File: config.mk
export PLATFORM = sky130hd
export DESIGN_NAME = thermometer_display_controller_top
export DESIGN_NICKNAME = d
export VERILOG_FILES = /design/src/sv/thdc_pkg.sv /design/src/sv/thermometer_display_controller_top.sv /design/src/sv/thdc_convert.sv
export SDC_FILE = /design/constraint.sdc
export NUM_CORES = 1
export LEC_CHECK = 0
export BUFFER_PORTS_ARGS = -buffer_cell sky130_fd_sc_hd__buf_4
export CAP_MARGIN = 25
export CELL_PAD_IN_SITES_DETAIL_PLACEMENT = 0
export CELL_PAD_IN_SITES_GLOBAL_PLACEMENT = 1
export CORE_UTILIZATION = 39
export DETAILED_ROUTE_END_ITERATION = 10
export GPL_TIMING_DRIVEN = 0
export PLACE_DENSITY = 0.71
export SLEW_MARGIN = 20
export SYNTH_ARGS = -nofsm -noshare
export SYNTH_HDL_FRONTEND = slang
export SYNTH_SLANG_ARGS = --single-unit
File: constraint.sdc
create_clock -name clk -period 11.1 [get_ports clk]
set_input_delay 1.665 -clock clk [delete_from_list [all_inputs] [get_ports clk]]
set_output_delay 1.665 -clock clk [all_outputs]
set_load 0.02 [all_outputs]
File: src/sv/thdc_pkg.sv
`timescale 1ns / 1ps
// ----------------------------------------------------------------------------
// Thermometer display controller package
// Shared item codes, register indexes, segment constants and the small
// conversion functions used by the datapath.
// ----------------------------------------------------------------------------
package thdc_pkg;

    // Item kinds carried on the input channel
    typedef enum logic [1:0] {
        KIND_SAMPLE = 2'd0,
        KIND_BUTTON = 2'd1,
        KIND_SCAN   = 2'd2
    } kind_t;

    // Configuration register indexes
    localparam logic REG_COLD_LIMIT = 1'b0;
    localparam logic REG_WARM_LIMIT = 1'b1;

    localparam int LIMIT_W = 7;
    localparam int TEMP_W  = 7;

    localparam logic [LIMIT_W-1:0] COLD_LIMIT_RESET = 7'd20;
    localparam logic [LIMIT_W-1:0] WARM_LIMIT_RESET = 7'd30;

    // Segment patterns, bit0 is segment a
    localparam logic [6:0] SEG_DEGREE = 7'h63;
    localparam logic [6:0] SEG_C      = 7'h39;
    localparam logic [6:0] SEG_F      = 7'h71;

    // Band light codes
    localparam logic [2:0] BAND_COLD = 3'b001;
    localparam logic [2:0] BAND_MILD = 3'b010;
    localparam logic [2:0] BAND_HOT  = 3'b100;

    // Digit drive for the leftmost position
    localparam logic [3:0] DIGIT_LEFT = 4'b1000;

    // Fahrenheit: floor((18*T + 325) / 10) folded with the 1639/2^14
    // reciprocal into one constant multiply, exact for T up to 99
    localparam logic [21:0] F_MUL  = 22'd29502;
    localparam logic [21:0] F_OFFS = 22'd532675;
    localparam int          F_SHIFT = 14;

    // Decimal digit to segment pattern
    function automatic logic [6:0] seg_of_digit(input logic [3:0] digit);
        logic [6:0] seg;
        unique case (digit)
            4'd0:    seg = 7'h3F;
            4'd1:    seg = 7'h06;
            4'd2:    seg = 7'h5B;
            4'd3:    seg = 7'h4F;
            4'd4:    seg = 7'h66;
            4'd5:    seg = 7'h6D;
            4'd6:    seg = 7'h7D;
            4'd7:    seg = 7'h07;
            4'd8:    seg = 7'h7F;
            4'd9:    seg = 7'h6F;
            default: seg = 7'h00;
        endcase
        return seg;
    endfunction

    // Tens and ones digits of a value up to 255, hundreds dropped
    typedef struct packed {
        logic [3:0] tens;
        logic [3:0] ones;
    } digits_t;

    function automatic digits_t low_digits(input logic [7:0] value);
        logic [6:0] rest;
        logic [3:0] tens;
        logic [6:0] tens_x10;
        digits_t    res;
        // strip hundreds by compare and subtract
        if (value >= 8'd200)
            rest = 7'(value - 8'd200);
        else if (value >= 8'd100)
            rest = 7'(value - 8'd100);
        else
            rest = value[6:0];
        // tens by a ladder of independent compares
        tens = 4'd0;
        for (int k = 1; k <= 9; k++) begin
            if (rest >= 7'(10 * k))
                tens = 4'(k);
        end
        tens_x10 = 7'({tens, 3'b000}) + 7'({tens, 1'b0});
        res.tens = tens;
        res.ones = 4'(rest - tens_x10);
        return res;
    endfunction

    // Result of the sample conversion, core to top level
    typedef struct packed {
        logic [2:0] band;
        digits_t    digits;
    } sample_res_t;

endpackage

File: src/sv/thermometer_display_controller_top.sv
`timescale 1ns / 1ps
// ----------------------------------------------------------------------------
// Thermometer display controller
// Converts samples to band lights and display digits, toggles the unit on
// button items and scans four display positions on tick items.
// A result goes through the input register, then the result register, to the output.
// One item per cycle unless the result stalls, set by the input and result registers.
// Reset clears unit, digits, scan position, lights and drive; limits go to 20/30.
// ----------------------------------------------------------------------------
module thermometer_display_controller_top
    import thdc_pkg::*;
(
    input  logic               clk,
    input  logic               rst_n,
    // configuration
    input  logic               cfg_we,
    input  logic               cfg_index,
    input  logic [LIMIT_W-1:0] cfg_data,
    // input channel
    input  logic               in_valid,
    output logic               in_ready,
    input  logic [1:0]         kind,
    input  logic [7:0]         adc_sample,
    // result channel
    output logic               out_valid,
    input  logic               out_ready,
    output logic [6:0]         segment_pattern,
    output logic [3:0]         digit_enable,
    output logic [2:0]         band_lights,
    output logic               unit_is_fahrenheit
);

    logic [LIMIT_W-1:0] cold_limit_reg;
    logic [LIMIT_W-1:0] warm_limit_reg;

    logic               s1_valid_reg;
    logic [1:0]         s1_kind_reg;
    logic [TEMP_W-1:0]  s1_temp_reg;
    logic [14:0]        temp_product;

    logic               out_valid_reg;
    logic               out_valid_next;
    logic               slot_free;
    logic               s1_fire;

    logic               mode_reg;
    logic [3:0]         tens_reg;
    logic [3:0]         ones_reg;
    logic [1:0]         scan_pos_reg;
    logic [2:0]         band_reg;
    logic [6:0]         pattern_reg;
    logic [3:0]         enable_reg;
    logic [6:0]         pattern_next;

    sample_res_t        conv;

    // configuration registers
    always_ff @(posedge clk or negedge rst_n)
    begin
        if (!rst_n)
        begin
            cold_limit_reg <= COLD_LIMIT_RESET;
            warm_limit_reg <= WARM_LIMIT_RESET;
        end
        else if (cfg_we)
        begin
            unique case (cfg_index)
                REG_COLD_LIMIT: cold_limit_reg <= cfg_data;
                REG_WARM_LIMIT: warm_limit_reg <= cfg_data;
                default: ;
            endcase
        end
    end

    // handshake: stage advances when the result slot is empty or draining
    assign slot_free = !out_valid_reg || out_ready;
    assign s1_fire   = s1_valid_reg && slot_free;
    assign in_ready  = !s1_valid_reg || slot_free;

    // Celsius value 100*sample/256 taken before the input register
    assign temp_product = 15'(adc_sample) * 15'd100;

    // input register
    always_ff @(posedge clk or negedge rst_n)
    begin
        if (!rst_n)
            s1_valid_reg <= 1'b0;
        else if (in_ready)
            s1_valid_reg <= in_valid;
    end

    always_ff @(posedge clk)
    begin
        if (in_valid && in_ready)
        begin
            s1_kind_reg <= kind;
            s1_temp_reg <= temp_product[14:8];
        end
    end

    thdc_convert u_convert (
        .temp_c     (s1_temp_reg),
        .fahrenheit (mode_reg),
        .cold_limit (cold_limit_reg),
        .warm_limit (warm_limit_reg),
        .res        (conv)
    );

    // pattern for the position being scanned
    always_comb
    begin
        unique case (scan_pos_reg)
            2'd0:    pattern_next = seg_of_digit(tens_reg);
            2'd1:    pattern_next = seg_of_digit(ones_reg);
            2'd2:    pattern_next = SEG_DEGREE;
            default: pattern_next = mode_reg ? SEG_F : SEG_C;
        endcase
    end

    // display state; its registers also form the result payload
    always_ff @(posedge clk or negedge rst_n)
    begin
        if (!rst_n)
        begin
            mode_reg     <= 1'b0;
            tens_reg     <= 4'd0;
            ones_reg     <= 4'd0;
            scan_pos_reg <= 2'd0;
            band_reg     <= 3'd0;
            pattern_reg  <= 7'd0;
            enable_reg   <= 4'd0;
        end
        else if (s1_fire)
        begin
            unique case (s1_kind_reg)
                KIND_SAMPLE:
                begin
                    band_reg <= conv.band;
                    tens_reg <= conv.digits.tens;
                    ones_reg <= conv.digits.ones;
                end
                KIND_BUTTON:
                begin
                    mode_reg <= !mode_reg;
                end
                KIND_SCAN:
                begin
                    pattern_reg  <= pattern_next;
                    enable_reg   <= DIGIT_LEFT >> scan_pos_reg;
                    scan_pos_reg <= scan_pos_reg + 2'd1;
                end
                default: ;  // unused kind leaves state alone
            endcase
        end
    end

    // result valid
    always_comb
    begin
        if (s1_fire)
            out_valid_next = 1'b1;
        else if (out_ready)
            out_valid_next = 1'b0;
        else
            out_valid_next = out_valid_reg;
    end

    always_ff @(posedge clk or negedge rst_n)
    begin
        if (!rst_n)
            out_valid_reg <= 1'b0;
        else
            out_valid_reg <= out_valid_next;
    end

    assign out_valid          = out_valid_reg;
    assign segment_pattern    = pattern_reg;
    assign digit_enable       = enable_reg;
    assign band_lights        = band_reg;
    assign unit_is_fahrenheit = mode_reg;

endmodule

File: src/sv/thdc_convert.sv
`timescale 1ns / 1ps
// ----------------------------------------------------------------------------
// Sample conversion
// Picks the band light from the Celsius value and works out the shown
// tens and ones digits in the selected unit.
// ----------------------------------------------------------------------------
module thdc_convert
    import thdc_pkg::*;
(
    input  logic [TEMP_W-1:0]  temp_c,
    input  logic               fahrenheit,
    input  logic [LIMIT_W-1:0] cold_limit,
    input  logic [LIMIT_W-1:0] warm_limit,
    output sample_res_t        res
);

    logic [21:0] f_scaled;
    logic [7:0]  shown_value;
    logic [2:0]  band;

    // band choice, cold takes priority over mild
    always_comb
    begin
        priority if (temp_c < cold_limit)
            band = BAND_COLD;
        else if (temp_c < warm_limit)
            band = BAND_MILD;
        else
            band = BAND_HOT;
    end

    // unit conversion: T*1.8 + 32, rounded half up
    assign f_scaled    = 22'(temp_c) * F_MUL + F_OFFS;
    assign shown_value = fahrenheit ? f_scaled[F_SHIFT +: 8] : {1'b0, temp_c};

    assign res = {band, low_digits(shown_value)};

endmodule

==> parameters.txt <==
Parameter                              Value

Worst setup path
  RR Endpoint    ones_reg[3]
  Kind of critical path    flop to flop
  Worst Reg2Reg Path Length in Cells    34
  Maximum fanout along the worst path    10
  Highest cell delay on the worst timing path    between 0.7 and 0.8 ns
  End point of the critical path    ones_reg[3]
  Kind of end point of the critical path    flop
  Origin of the critical flop-to-flop path    s1_temp_reg[4]
  Required time worst endpoint    11.33 ns
  Critical Path Slowest Stage Cell    fa_1
  Category of the worst setup path launch point    flop
  Arrival time of data at the critical path endpoint    9.35 ns
  Critical path launch point    s1_temp_reg[4]
  Slack of the worst reg-to-reg path    between 1.5 and 2 ns

GRT
  First-pass GRT wire length    roughly 25 mm
  Pin count of the biggest net entering global routing    between 40 and 50
  Vias in the first global route    5,246
  Overall Global Routing Usage    0.173
  Residual overflow from global routing    0
  Initial antenna violation count    0

Floorplan
  Die outline area    ~17,000 um^2
  Floorplan row count    47
  Total core area    16,500 um^2
  Die H    approximately 130 um
  Overall die width    approximately 130 um
  Ports placed on the boundary    40
  Initial core utilization    0.398

Clock network
  Post-cts hold buffer count    0
  Clock tree from TritonCTS    done
  Clock tree root buffer cell    clkbuf_16
  Number of levels in the clock H-tree    2
  Number of buffers inserted during clock tree synthesis    5
  Postcts setup bufs    0
  Sink Count    50
  Maximum buffer depth of the clock tree    2
  Clock latency of the later-clocked register in the worst-skew pair    about 0.29 ns
  Post-cts gate resize count    0
  Clock-pin slew reported for the worst setup and hold paths after clock tree synthesis    roughly 0.070 ns

Place
  Total of buffers placed on input and output ports    39
  Final HPWL DP    between 10 and 15 mm
  Final Wtd Congestion    between 0.8 and 0.9

Route
  First-pass detailed-route iteration total    4
  Number of nets still failing antenna checks after routing    0
  Vias post-DR    5,128
  Post-detailed-route DRC marker count    0
  DRC violation total after the first TritonRoute iteration    207
  Total wire length    between 10 and 15 mm
  Average detailed-routed wire length per instance    between 10 and 15 um
  Routed via count divided by cell count    about 5.2

Run
  Max-capacitance violation count    0

STA
  Setup_tns    0 ns
  Share of the clock period used by the worst path    0.822
  Final period demand of the worst path    ~9 ns
  Number of endpoints failing setup at the final stage    0
  Slew headroom    0.504
  Final hold viol count    0
  Setup repair after global routing missed its margin    false
  Maximum frequency from static timing analysis    approximately 110 MHz
  Number of max-slew violations in the final report    0
  Worst Max-Slew Pin Slew    0.743 ns
  Clock skew    around 0.0058 ns

Yosys
  Simple-gate share of the synthesized area    0.142
  Compound-cell area share of the yosys netlist    0.199
  Synthesized Nets    about 900
  Gate Count Post-Synth    a little over 700
  Synth Area in Adders    0.309
  Post-synth EDFFs    9
  Mean post-synth cell area    between 9 and 10 um^2
  Synthesis Warnings    0
  Share of flip-flops with an asynchronous set or reset after synthesis    0.820
  Post-synthesis share of cell area spent on xor and xnor gates    0.0415
  Distinct cell type count after synthesis    95
  Sequential area share after synthesis    0.199
  Synth Register Bits    50
  Post-synthesis instance area    approximately 6500 um^2
  Combinational family with the most area after synthesis    adder cells
  Mux contribution to synthesized area    0.0352
  Most common flop cell mapped by yosys    dfrtp_1

Outcome
  Run status    finished, final reports clean

Hold path
  HP Class    flop to flop

Layout
  Leading cell type in the layout, fill and taps excluded    ha_1
  Final-stage net count    925
  Fraction of layout instances using a drive strength above 1    0.160
  Diodes inserted    0
  Commonest cells after routing, fill and taps aside    121 x ha_1, 100 x inv_1, 52 x nand2_1
  Area delta synth->final    10.9%
==> synth_stat cells, types with 4 or more instances <==
| library cell | instances | share of area |
|---|---|---|
| a211oi_1 | 5 | 0.0057 |
| a211oi_2 | 4 | 0.0076 |
| a21o_1 | 10 | 0.011 |
| a21oi_1 | 26 | 0.020 |
| a221oi_1 | 4 | 0.0054 |
| a31oi_1 | 5 | 0.0048 |
| clkbuf_1 | 10 | 0.0057 |
| dfrtp_1 | 35 | 0.13 |
| dfstp_2 | 6 | 0.024 |
| edfxtp_1 | 9 | 0.041 |
| fa_1 | 25 | 0.076 |
| ha_1 | 121 | 0.23 |
| inv_1 | 100 | 0.057 |
| mux2_2 | 16 | 0.028 |
| mux2i_1 | 5 | 0.0076 |
| nand2_1 | 52 | 0.030 |
| nand2b_1 | 12 | 0.011 |
| nand3_1 | 10 | 0.0076 |
| nand4_1 | 5 | 0.0048 |
| nor2_1 | 35 | 0.020 |
| nor2b_1 | 9 | 0.0086 |
| nor3_1 | 10 | 0.0076 |
| o211ai_1 | 7 | 0.0080 |
| o21a_1 | 10 | 0.011 |
| o21ai_0 | 39 | 0.030 |
| o21ai_1 | 4 | 0.0031 |
| o22ai_1 | 8 | 0.0076 |
| o31ai_1 | 6 | 0.0069 |
| or2_2 | 4 | 0.0038 |
| or3_1 | 4 | 0.0038 |
| xnor2_1 | 18 | 0.024 |
| xor2_1 | 8 | 0.011 |
==> cells by family after synthesis <==
| kind of cell | after synthesis |
|---|---|
| XOR/XNOR | 28 |
| buffers and inverters | 118 |
| AO/OA/AOI/OAI | 172 |
| multiplexers | 21 |
| flip-flops | 50 |
| AND/OR/NAND/NOR | 174 |
| adder cells (fa/ha/maj) | 147 |
==> layout make-up <==
type / instances / area (um^2)
plain buffers: 18 / 108
clock buffers: 7 / 143
clock inverters: 1 / 5.00
fillers: 1665 / 9200
inverters: 100 / 375
multi-input cells: 542 / 4760
flip-flops and latches: 50 / 1300
well taps: 220 / 275
repair buffers: 39 / 293
==> worst min path at each step <==
| stage | start | to | slack, ns | depth (start not counted) |
|---|---|---|---|---|
| after detailed placement | segment_pattern[0] | segment_pattern[0] | 0.47 | 1 |
| after global routing | segment_pattern[0] | segment_pattern[0] | 0.51 | 1 |
| after global placement | segment_pattern[6] | segment_pattern[6] | 0.46 | 2 |
| after CTS | segment_pattern[1] | segment_pattern[1] | 0.49 | 2 |
| after floorplan | s1_valid_reg | out_valid | 0.46 | 1 |
| final | segment_pattern[5] | segment_pattern[5] | 0.49 | 1 |
==> per-layer routing <==
metal | routed length [um] | GRT usage | up-vias
li1 | - | - | 2583
met1 | 6940 | 0.229 | 2480
met2 | 6940 | 0.301 | 54
met3 | 364 | 0.0220 | 11
met4 | 125 | 0.0310 | 0
met5 | 0 | 0 | -
==> critical path, delay by kind of cell, from the launching register on <==
| family | cells | cell delay (ns) |
|---|---|---|
| AOI/OAI and AO/OA | 13 | 3.06 |
| xor gates and xnor gates | 2 | 0.41 |
| adders and majority gates | 8 | 3.33 |
| buffers and inverters | 4 | 0.66 |
| DFF | 1 | 0.59 |
| and+or+nand+nor | 7 | 0.98 |
==> through the flow <==
step	util	instances	worst slack, ns	instance area, um^2	hold slack (ns)
floorplan	-	710	3.10	6550	0.457
global placement	0.432	969	2.06	7120	0.461
detailed placement	0.432	969	1.98	7120	0.467
CTS	0.441	977	1.94	7260	0.487
global route	0.441	977	1.28	7260	0.507
finish	0.441	977	1.98	7260	0.486
Power is left out: the tool's default activity adds up to more than one toggle a clock period on the data nets, which glitch-free logic cannot reach.
